<file path="config.mk">
export PLATFORM = sky130hd
export DESIGN_NAME = sync_length_frame_receiver
export DESIGN_NICKNAME = d
export VERILOG_FILES = /design/src/rtl/slfr_pkg.sv /design/src/rtl/sync_length_frame_receiver.sv /design/src/rtl/slfr_input_stage.sv /design/src/rtl/slfr_frame_core.sv
export SDC_FILE = /design/constraint.sdc
export NUM_CORES = 1
export LEC_CHECK = 0
export ABC_AREA = 1
export BUFFER_PORTS_ARGS = -buffer_cell sky130_fd_sc_hd__buf_2
export CAP_MARGIN = 30
export CORE_MARGIN = 2
export CORE_UTILIZATION = 56
export DETAILED_ROUTE_END_ITERATION = 8
export HOLD_SLACK_MARGIN = 0.06
export PLACE_DENSITY_LB_ADDON = 0.25
export SYNTH_ARGS = -nofsm -noshare
export SYNTH_HDL_FRONTEND = slang
export SYNTH_HIERARCHICAL = 1
export SYNTH_SLANG_ARGS = --single-unit
</file>
<file path="constraint.sdc">
create_clock -name i_clk -period 3.1 [get_ports i_clk]
set_clock_uncertainty 0.1 [all_clocks]
set_input_delay 0.62 -clock i_clk [delete_from_list [all_inputs] [get_ports i_clk]]
set_output_delay 0.62 -clock i_clk [all_outputs]
set_load 0.01 [all_outputs]
</file>
<file path="src/rtl/slfr_pkg.sv">
// Shared constants, types and the CRC-16/ARC byte update for the frame receiver.
package slfr_pkg;

    localparam int unsigned LENGTH_POSITION_DEF = 2;
    localparam int unsigned POS_W               = 9;
    localparam int unsigned BYTE_W              = 8;
    localparam int unsigned CRC_W               = 16;

    localparam logic [BYTE_W-1:0] SYNC_BYTE = 8'hFF;
    localparam logic [CRC_W-1:0]  CRC_POLY  = 16'hA001;

    // One received byte held in the input register
    typedef struct packed {
        logic              valid;
        logic [BYTE_W-1:0] data;
    } t_byte_stage;

    // Reflected CRC-16/ARC update over one byte, LSB first
    function automatic logic [CRC_W-1:0] crc_arc_byte(
        input logic [CRC_W-1:0]  crc_in,
        input logic [BYTE_W-1:0] data_in
    );
        logic [CRC_W-1:0] crc;
        crc = crc_in ^ {{(CRC_W-BYTE_W){1'b0}}, data_in};
        for (int n = 0; n < BYTE_W; n++) begin
            if (crc[0]) begin
                crc = (crc >> 1) ^ CRC_POLY;
            end else begin
                crc = crc >> 1;
            end
        end
        return crc;
    endfunction

endpackage

</file>
<file path="src/rtl/sync_length_frame_receiver.sv">
// Top level of the length-framed byte receiver with sum and CRC-16/ARC checks.
//
// Takes one received byte per cycle and, while the result port is ready,
// sustains one byte per cycle in both directions. A kept byte passes into
// the input register when accepted, then into the result register, and so
// reaches the result port. The frame state is updated by a single byte-wide
// sum and CRC step between the two registers. While a result waits on the
// result port, the next byte stays in the input register, and the input
// stalls once that register is full. Bytes at the sync positions that are
// not 0xFF are dropped and restart the frame without a result. Every kept
// byte is reported with its position. The last trailer byte sets frame_end,
// and frame_good reports whether the 8-bit sum and the big-endian CRC-16/ARC
// (over the length byte and body) matched.
module sync_length_frame_receiver #(
    parameter int unsigned P_LENGTH_POSITION = slfr_pkg::LENGTH_POSITION_DEF
) (
    input  logic                        i_clk,
    input  logic                        i_rst_n,
    input  logic                        i_rx_valid,
    output logic                        o_rx_ready,
    input  logic [slfr_pkg::BYTE_W-1:0] i_rx_byte,
    output logic                        o_frame_valid,
    input  logic                        i_frame_ready,
    output logic [slfr_pkg::BYTE_W-1:0] o_frame_byte,
    output logic [slfr_pkg::POS_W-1:0]  o_byte_index,
    output logic                        o_frame_end,
    output logic                        o_frame_good
);
    import slfr_pkg::*;

    t_byte_stage stage;
    logic        take;

    slfr_input_stage u_input_stage (
        .i_clk      (i_clk),
        .i_rst_n    (i_rst_n),
        .i_rx_valid (i_rx_valid),
        .i_rx_byte  (i_rx_byte),
        .o_rx_ready (o_rx_ready),
        .i_take     (take),
        .o_stage    (stage)
    );

    slfr_frame_core #(
        .P_LENGTH_POSITION (P_LENGTH_POSITION)
    ) u_frame_core (
        .i_clk         (i_clk),
        .i_rst_n       (i_rst_n),
        .i_stage       (stage),
        .o_take        (take),
        .o_frame_byte  (o_frame_byte),
        .o_byte_index  (o_byte_index),
        .o_frame_end   (o_frame_end),
        .o_frame_good  (o_frame_good),
        .o_frame_valid (o_frame_valid),
        .i_frame_ready (i_frame_ready)
    );

    // Good is only reported on the closing byte
    a_good_on_end: assert property (@(posedge i_clk) disable iff (!i_rst_n)
        o_frame_valid && o_frame_good |-> o_frame_end)
        else $error("frame_good set on a byte that does not end the frame");

    // A frame cannot close before the length byte and full trailer
    a_end_position: assert property (@(posedge i_clk) disable iff (!i_rst_n)
        o_frame_valid && o_frame_end |-> o_byte_index >= POS_W'(P_LENGTH_POSITION + 3))
        else $error("frame closed too early");

    // Sync positions only ever report sync bytes
    a_sync_bytes: assert property (@(posedge i_clk) disable iff (!i_rst_n)
        o_frame_valid && (o_byte_index < POS_W'(P_LENGTH_POSITION))
        |-> o_frame_byte == SYNC_BYTE)
        else $error("non-sync byte reported at a sync position");

endmodule

</file>
<file path="src/rtl/slfr_input_stage.sv">
// Input register that takes one received byte per cycle, while o_rx_ready is high, from the serial receiver.
module slfr_input_stage (
    input  logic                       i_clk,
    input  logic                       i_rst_n,
    input  logic                       i_rx_valid,
    input  logic [slfr_pkg::BYTE_W-1:0] i_rx_byte,
    output logic                       o_rx_ready,
    input  logic                       i_take,
    output slfr_pkg::t_byte_stage      o_stage
);
    import slfr_pkg::*;

    logic              r_valid;
    logic [BYTE_W-1:0] r_data;
    logic              n_valid;

    // Accept a new transaction when empty or when the held byte moves on
    assign o_rx_ready = !r_valid || i_take;

    always_comb begin
        n_valid = r_valid;
        if (o_rx_ready) begin
            n_valid = i_rx_valid;
        end
    end

    // Hold valid under reset; payload needs none
    always_ff @(posedge i_clk) begin
        if (!i_rst_n) begin
            r_valid <= 1'b0;
        end else begin
            r_valid <= n_valid;
        end
    end

    always_ff @(posedge i_clk) begin
        if (o_rx_ready && i_rx_valid) begin
            r_data <= i_rx_byte;
        end
    end

    assign o_stage.valid = r_valid;
    assign o_stage.data  = r_data;

endmodule

</file>
<file path="src/rtl/slfr_frame_core.sv">
// Frame state, sum and CRC checks, and the result register.
module slfr_frame_core #(
    parameter int unsigned P_LENGTH_POSITION = slfr_pkg::LENGTH_POSITION_DEF
) (
    input  logic                        i_clk,
    input  logic                        i_rst_n,
    input  slfr_pkg::t_byte_stage       i_stage,
    output logic                        o_take,
    output logic [slfr_pkg::BYTE_W-1:0] o_frame_byte,
    output logic [slfr_pkg::POS_W-1:0]  o_byte_index,
    output logic                        o_frame_end,
    output logic                        o_frame_good,
    output logic                        o_frame_valid,
    input  logic                        i_frame_ready
);
    import slfr_pkg::*;

    localparam logic [POS_W-1:0] LP = POS_W'(P_LENGTH_POSITION);

    // Frame state
    logic [POS_W-1:0]  r_pos,     n_pos;
    logic [BYTE_W-1:0] r_len,     n_len;
    logic [BYTE_W-1:0] r_sum,     n_sum;
    logic [CRC_W-1:0]  r_crc,     n_crc;
    logic [BYTE_W-1:0] r_rx_sum,  n_rx_sum;
    logic [BYTE_W-1:0] r_rx_crch, n_rx_crch;

    // Result register
    logic              r_out_vld, n_out_vld;
    logic [BYTE_W-1:0] r_out_byte;
    logic [POS_W-1:0]  r_out_idx;
    logic              r_out_end;
    logic              r_out_good;

    logic [BYTE_W-1:0] b;
    logic              drop;
    logic [BYTE_W-1:0] len_cur;
    logic [POS_W-1:0]  body_end;
    logic              in_body;
    logic              is_end;
    logic              is_good;
    logic              load;

    assign b = i_stage.data;

    // Advance when the result register is free or being drained
    assign o_take = i_stage.valid && (!r_out_vld || i_frame_ready);
    assign drop   = (r_pos < LP) && (b != SYNC_BYTE);
    assign load   = o_take && !drop;

    // Decode the position of this byte within the frame
    always_comb begin
        len_cur  = (r_pos == LP) ? b : r_len;
        body_end = LP + POS_W'(len_cur);
        in_body  = (r_pos >= LP) && (r_pos <= body_end);
        is_end   = (r_pos >= LP + POS_W'(3)) && (r_pos == body_end + POS_W'(3));
        is_good  = (r_sum == r_rx_sum) && (r_crc == {r_rx_crch, b});
    end

    // Next frame state
    always_comb begin
        n_pos     = r_pos;
        n_len     = r_len;
        n_sum     = r_sum;
        n_crc     = r_crc;
        n_rx_sum  = r_rx_sum;
        n_rx_crch = r_rx_crch;
        if (o_take) begin
            if (drop || is_end) begin
                n_pos     = '0;
                n_len     = '0;
                n_sum     = '0;
                n_crc     = '0;
                n_rx_sum  = '0;
                n_rx_crch = '0;
            end else begin
                n_pos = r_pos + POS_W'(1);
                n_len = len_cur;
                if (in_body) begin
                    n_sum = r_sum + b;
                    n_crc = crc_arc_byte(r_crc, b);
                end else if (r_pos == body_end + POS_W'(1)) begin
                    n_rx_sum = b;
                end else if (r_pos == body_end + POS_W'(2)) begin
                    n_rx_crch = b;
                end
            end
        end
    end

    // Result valid: set on a kept byte, clear once taken
    always_comb begin
        n_out_vld = r_out_vld;
        if (load) begin
            n_out_vld = 1'b1;
        end else if (i_frame_ready) begin
            n_out_vld = 1'b0;
        end
    end

    always_ff @(posedge i_clk) begin
        if (!i_rst_n) begin
            r_pos     <= '0;
            r_len     <= '0;
            r_sum     <= '0;
            r_crc     <= '0;
            r_rx_sum  <= '0;
            r_rx_crch <= '0;
            r_out_vld <= 1'b0;
        end else begin
            r_pos     <= n_pos;
            r_len     <= n_len;
            r_sum     <= n_sum;
            r_crc     <= n_crc;
            r_rx_sum  <= n_rx_sum;
            r_rx_crch <= n_rx_crch;
            r_out_vld <= n_out_vld;
        end
    end

    // Capture the result payload
    always_ff @(posedge i_clk) begin
        if (load) begin
            r_out_byte <= b;
            r_out_idx  <= r_pos;
            r_out_end  <= is_end;
            r_out_good <= is_end && is_good;
        end
    end

    assign o_frame_valid = r_out_vld;
    assign o_frame_byte  = r_out_byte;
    assign o_byte_index  = r_out_idx;
    assign o_frame_end   = r_out_end;
    assign o_frame_good  = r_out_good;

endmodule
</file>
==> results of run 1 <==
cells by family (layout without fill, tap and decap cells):
family,count (synthesis),after routing,share of synthesized area [%]
xor gates and xnor gates,39,39,6.263
AOI/OAI and AO/OA,90,90,9.452
buffers and inverters,94,213,7.708
and+or+nand+nor,378,382,33.49
DFF,86,86,36.52
adders and majority gates,28,28,6.561
cells in the mapped netlist (14+ instances only):
cell type    n
a21oi_1     58
dfxtp_1     59
edfxtp_1    27
ha_1        27
inv_1       59
nand2_1    168
nand2_2     14
nand3_1     79
nor2_1      57
xnor2_1     17
xor2_1      22
routing by layer:
metal	track usage, %	vias to the layer above	wire length (um)
met1	38.20	2628	6623
met2	54.30	266	8439
met5	0	-	0
met4	14.77	0	856
li1	-	2609	-
met3	4.407	65	1087
sequential cells by signal, indices dropped and copies added, names as in the netlist:
register / count
u_frame_core/r_crc: 16
u_frame_core/o_byte_index: 9
u_frame_core/r_pos: 9
u_frame_core/o_frame_byte: 8
u_frame_core/r_len: 8
u_frame_core/r_rx_crch: 8
u_frame_core/r_rx_sum: 8
u_frame_core/r_sum: 8
u_input_stage/r_data: 8
u_frame_core/o_frame_end: 1
u_frame_core/o_frame_good: 1
u_frame_core/o_frame_valid: 1
u_input_stage/r_valid: 1
layout make-up:
cell class,instances,area (um^2),share of cell area (%)
timing repair buffer,122,929.6,13.05
sequential,86,1999,28.07
inverter,75,305.3,4.286
multi-input combinational,539,3508,49.25
tap,133,166.4,2.336
clock inverter,6,86.33,1.212
clock buffer,10,127.6,1.792
path summary, 6_finish.rpt:
check                                     start                                     end  slack (ns)  depth (start not counted)
max          u_frame_core/r_pos[4]$_SDFFE_PN0P_  u_frame_core/r_rx_crch[4]$_SDFFE_PN0P_       -0.35                         24
min                                i_rx_byte[3]       u_input_stage/r_data[3]$_DFFE_PP_        0.32                          1
max reg2reg  u_frame_core/r_pos[4]$_SDFFE_PN0P_  u_frame_core/r_rx_crch[4]$_SDFFE_PN0P_       -0.35                         24
min reg2reg  u_frame_core/r_crc[8]$_SDFFE_PN0P_      u_frame_core/r_crc[8]$_SDFFE_PN0P_        0.38                          2
report_power, final:
part / switching, W / internal (W)
sequential: 0.0000106 / 0.00117
combinational: 0.000132 / 0.0000785
clock: 0.000407 / 0.000453
total: 0.000549 / 0.00170
stage by stage:
step | setup slack (ns) | hold slack [ns] | util (%) | TNS, ns | instances
finish | -0.3537 | 0.3200 | 74.24 | -13.33 | 971
global route | -0.5154 | 0.3031 | 74.24 | -23.73 | 971
CTS | -0.1414 | 0.3084 | 70.46 | -4.235 | 954
detailed placement | -0.2369 | 0.3589 | 65.57 | -7.203 | 931
global placement | -0.09132 | 0.3530 | 65.57 | -2.535 | 931
floorplan | 0.01798 | 0.3390 | - | 0 | 715
repair_timing:
item	4_1_cts	5_1_grt
buffers inserted	5	13
endpoints found under the setup margin	56	59
gates resized for setup	40	52
pin swaps	19	23
gates cloned	2	3
==> results.tsv, run 1 <==
stage	metric	value	unit
clock_tree	clockBufferDepth	2	
synth	synth_edf_count	27	
timing	final_hold_viol_count	0	
critical_path	worstPathRequired	3.30	ns
clock_tree	cts_hold_buf	0	
critical_path	timing.critical_path.buf_inv	4	
routing	post_drt_via_cell_ratio	5.734	
synth	syn_area	5454	um^2
timing	fmax	289.5	MHz
place	place_congestion	1.045	
timing	period_share	111.4	%
global_route	antenna_found_initial	0	
synth	postSynthAreaPerCell	7.628	um^2
floorplan	die_h	102.7	um
flow_run	maxCapViolCount	0	
synth	synth_top_area_cell	dfxtp_1	
timing	slew-limit-headroom	53.14	%
place	portBuffers	32	
synth	ys_seq_area_share	36.52	%
layout	final_cell_mix	140 x nand2_1, 78 x buf_4, 70 x nand3_1	
outcome	violations	setup timing	
routing	vias	5568	
layout	fill_cells	703	
floorplan	ios	33	
place	place_area	6291	um^2
timing	setup_viol	59	
clock_tree	ctsHtreeMaxLevel	3	
layout	nets	873	
critical_path	crit_path_end_kind	flip-flop	
layout	finalInstanceArea	7123	um^2
clock_tree	numClockSinks	86	
pwr	leakagePower	2.916	nW
floorplan	start_util	56.85	%
synth	synth.distinct_cells	51	
routing	drc_errors	0	
routing	drt_wl_total	17.01	mm
synth	synth_ff_type	dfxtp_1	
pwr	total_power	0.002249	W
layout	areaGrowthSynthToFinish	30.60	%
routing	detail_route.first_pass.iterations	5	
global_route	track_usage	31.25	%
global_route	grt_max_degree	49	
timing	setup_ws	-0.3537	ns
critical_path	cp_max_fo	8	
layout	drive_gt1_share	33.65	%
timing	grt_setup_unrepaired	yes	
outcome	status	complete, but fails checks	
routing	detail_route.wl_per_cell	17.51	um
synth	synth_top_area_share	21.66	%
critical_path	arrival	3.65	ns
floorplan	die-area	10540	um^2
pwr	ir_drop	0.0004399	V
synth	syn_inst	715	
critical_path	crit_family	simple AND/OR/NAND/NOR gates	
synth	async_flop_share	0	%
floorplan	die_w	102.7	um
timing	worst_pin_slew	0.7021	ns
clock_tree	worst_skew_pair.late_latency	0.37	ns
floorplan	core_area	9594	um^2
synth	synth_area_leaders	dfxtp_1 22%, edfxtp_1 15%, nand2_1 12%, nand3_1 7.2%, ha_1 6.2%	
critical_path	path_class	reg2reg	
timing	drv_slew	0	
clock_tree	cts_buffers	9	
global_route	grt_pass1_wl	25.25	mm
layout	diodes	0	
timing	period_needed	3.454	ns
global_route	overflow	0	
synth	synth-seq-cells	86	
critical_path	crit_chain	inv_2 > nand2_2 > nor2_4 > nand2_4 > buf_6 > nand2_1 > nand2_2 > nand2_2 > nor2_1 > nand3_1 > nand2_2 > ha_4 > nand2_4 > nor2_4 > nand3b_1 > o2111ai_2 > o41ai_2 > nand2_1 > nand2_1 > inv_2 > nand4_4 > inv_4 > nand2_1 > a21oi_2	
floorplan	rows	36	
pwr	power_density	315.7	nW/um^2
place	dp_hpwl	11.48	mm
critical_path	cpPeakStageDelay	0.33	ns
synth	yosysWarnings	6	
layout	final_common_cell	nand2_1	
clock_tree	clk_pin_slew	0.09	ns
critical_path	worstSetupStartpointType	flip-flop	
routing	postRouteAntennaNets	0	
routing	initialDrtViolationCount	426	
synth	syn_nets	755	
clock_tree	root_buffer	clkbuf_8	
critical_path	crit_slowest_cell	dfxtp_2	
clock_tree	cts_tree	yes	
global_route	grt_pass1_vias	5208	
worst_hold_path	hp-class	in2reg	
Power figures use the tool's default switching activity.
==> run 2: changes to the inputs <==
--- a/config.mk
+++ b/config.mk
@@ -12,7 +12,7 @@
 export CORE_UTILIZATION = 56
 export DETAILED_ROUTE_END_ITERATION = 8
 export HOLD_SLACK_MARGIN = 0.06
-export PLACE_DENSITY_LB_ADDON = 0.25
+export PLACE_DENSITY = 0.82
 export SYNTH_ARGS = -nofsm -noshare
 export SYNTH_HDL_FRONTEND = slang
 export SYNTH_HIERARCHICAL = 1
==> results.tsv, run 2 (synthesis gave the netlist of run 1 again) <==
stage	metric	value	unit
outcome	status	complete, but fails checks	
outcome	violations	setup timing	
place	place_congestion	0.9369	
global_route	grt_max_degree	48	
critical_path	crit_slowest_cell	dfxtp_2	
clock_tree	clockBufferDepth	2	
layout	final_common_cell	nand2_1	
clock_tree	cts_buffers	9	
routing	drt_wl_total	19.03	mm
critical_path	r2r-end	u_frame_core/r_crc[2]$_SDFFE_PN0P_	
floorplan	core_area	9594	um^2
pwr	p_switching	0.0006281	W
pwr	ir_drop	0.0002955	V
flow_run	maxCapViolCount	0	
pwr	power_density	302.7	nW/um^2
timing	fmax	287.8	MHz
place	dp_hpwl	11.93	mm
timing	final_hold_viol_count	0	
layout	largest_reg_flops	16	
timing	drv_slew	0	
layout	nets	892	
timing	grt_setup_unrepaired	yes	
routing	detail_route.first_pass.iterations	6	
clock_tree	numClockSinks	86	
floorplan	die_h	102.7	um
layout	areaGrowthSynthToFinish	37.85	%
layout	diodes	0	
pwr	p_int	0.001647	W
critical_path	arrival	3.67	ns
place	place_ws	-0.3718	ns
place	dp.cells	943	
pwr	netSwitchingFraction	27.60	%
floorplan	die_w	102.7	um
timing	worst_pin_slew	0.8595	ns
routing	detail_route.wl_per_cell	19.22	um
critical_path	crit_path_end_kind	flip-flop	
floorplan	rows	36	
critical_path	crit_chain	inv_2 > nand2_2 > nor2_4 > nand2_4 > buf_4 > nand2_1 > nand3_4 > inv_2 > nand3_2 > nand2_2 > nand2_2 > ha_4 > nand2_4 > nor2_4 > nand3b_1 > o2111ai_2 > o41ai_4 > nand2_4 > buf_4 > nand3_4 > nand2_8 > nand2_1 > a21oi_1	
pwr	power.share.clock	37.6	%
pwr	p_seq_share	51.9	%
global_route	grt_pass1_vias	5363	
critical_path	cp-startpoint	u_frame_core/r_pos[6]$_SDFFE_PN0P_	
floorplan	start_util	56.85	%
routing	vias	5871	
critical_path	r2r_slack	-0.38	ns
layout	final_cell_mix	135 x nand2_1, 98 x buf_4, 57 x nand3_1	
timing	period_needed	3.475	ns
layout	drive_gt1_share	39.56	%
clock_tree	root_buffer	clkbuf_8	
timing	setup_ws	-0.3752	ns
routing	postRouteAntennaNets	0	
critical_path	cp_max_fo	14	
global_route	grt_pass1_wl	26.09	mm
floorplan	ios	33	
routing	post_drt_via_cell_ratio	5.930	
critical_path	cpPeakStageDelay	0.34	ns
routing	drc_errors	0	
worst_hold_path	hp-start	i_rx_byte[7]	
clock_tree	clk_pin_slew	0.10	ns
layout	top_register	u_frame_core/r_crc	
timing	setup_viol	57	
critical_path	worstSetupStartpointType	flip-flop	
floorplan	die-area	10540	um^2
clock_tree	cts_tree	yes	
critical_path	crit_end	u_frame_core/r_crc[2]$_SDFFE_PN0P_	
clock_tree	worst_skew_pair.late_latency	0.37	ns
timing	period_share	112.1	%
critical_path	worstPathRequired	3.30	ns
clock_tree	ctsHtreeMaxLevel	3	
worst_hold_path	hp-class	in2reg	
global_route	track_usage	32.34	%
layout	fin_util	78.36	%
layout	instances_no_fill	990	
routing	initialDrtViolationCount	724	
critical_path	reg2reg_depth	23	
global_route	antenna_found_initial	0	
critical_path	timing.rr.start	u_frame_core/r_pos[6]$_SDFFE_PN0P_	
critical_path	path_class	reg2reg	
timing	slew-limit-headroom	42.63	%
pwr	leakagePower	3.021	nW
pwr	comb_power_share	10.5	%
place	portBuffers	32	
global_route	overflow	0	
==> run 2: worst min-delay path by stage <==
stage                                                    end  depth (start not counted)  slack (ns)
final                      u_input_stage/r_data[7]$_DFFE_PP_                          1        0.32
after floorplan           u_frame_core/r_crc[8]$_SDFFE_PN0P_                          2        0.34
after global placement    u_frame_core/r_crc[8]$_SDFFE_PN0P_                          2        0.35
after CTS                  u_input_stage/r_data[6]$_DFFE_PP_                          1        0.31
after global routing       u_input_stage/r_data[6]$_DFFE_PP_                          1        0.30
after detailed placement  u_frame_core/r_len[2]$_SDFFE_PN0P_                          2        0.35
==> run 2: layer usage <==
layer / GRT usage (%) / wire [um]
met1: 36.60 / 6750
met2: 59.23 / 9319
met3: 5.153 / 1426
met4: 15.28 / 1529
met5: 0 / 0
==> run 2: area by class of cell <==
class	instances	area [um^2]
multi-input combinational	539	3749
fill	621	2076
sequential	86	1998
timing repair buffer	141	1077
inverter	75	315.3
tap	133	166.4
clock buffer	9	123.9
clock inverter	7	88.84
==> run 2: worst max-delay path: cells and delay by family (launching register included) <==
family                   cells  cell delay, ns
buffers and inverters        4            0.46
flip-flops                   1            0.34
AO/OA/AOI/OAI                3            0.44
adder cells (fa/ha/maj)      1            0.27
AND/OR/NAND/NOR             15            1.80
==> run 2: power by group through the flow <==
stage / combinational (W) / clock, W / sequential, W
2_1_floorplan: 0.000129 / 0 / 0.00121
3_3_place_gp: 0.000185 / 0 / 0.00121
3_5_place_dp: 0.000191 / 0 / 0.00121
4_1_cts: 0.000199 / 0.000852 / 0.00118
5_1_grt: 0.000251 / 0.000901 / 0.00118
6_report: 0.000238 / 0.000856 / 0.00118
==> run 2: timing repair <==
action,CTS,global route
gates resized for setup,48,105
cloned,2,3
hold buffers,0,0
setup buffers,12,16
pin swaps,17,36
endpoints found under the setup margin,58,59
==> run 2: stage by stage <==
stage | total power, W | hold WS, ns | setup TNS, ns | instance area (um^2)
final | 0.002275 | 0.3184 | -15.18 | 7518
after global routing | 0.002334 | 0.2950 | -23.84 | 7518
after detailed placement | 0.001398 | 0.3547 | -13.84 | 6391
after global placement | 0.001390 | 0.3513 | -8.880 | 6391
after floorplan | 0.001335 | 0.3390 | 0 | 5532
after CTS | 0.002231 | 0.3102 | -5.205 | 6914
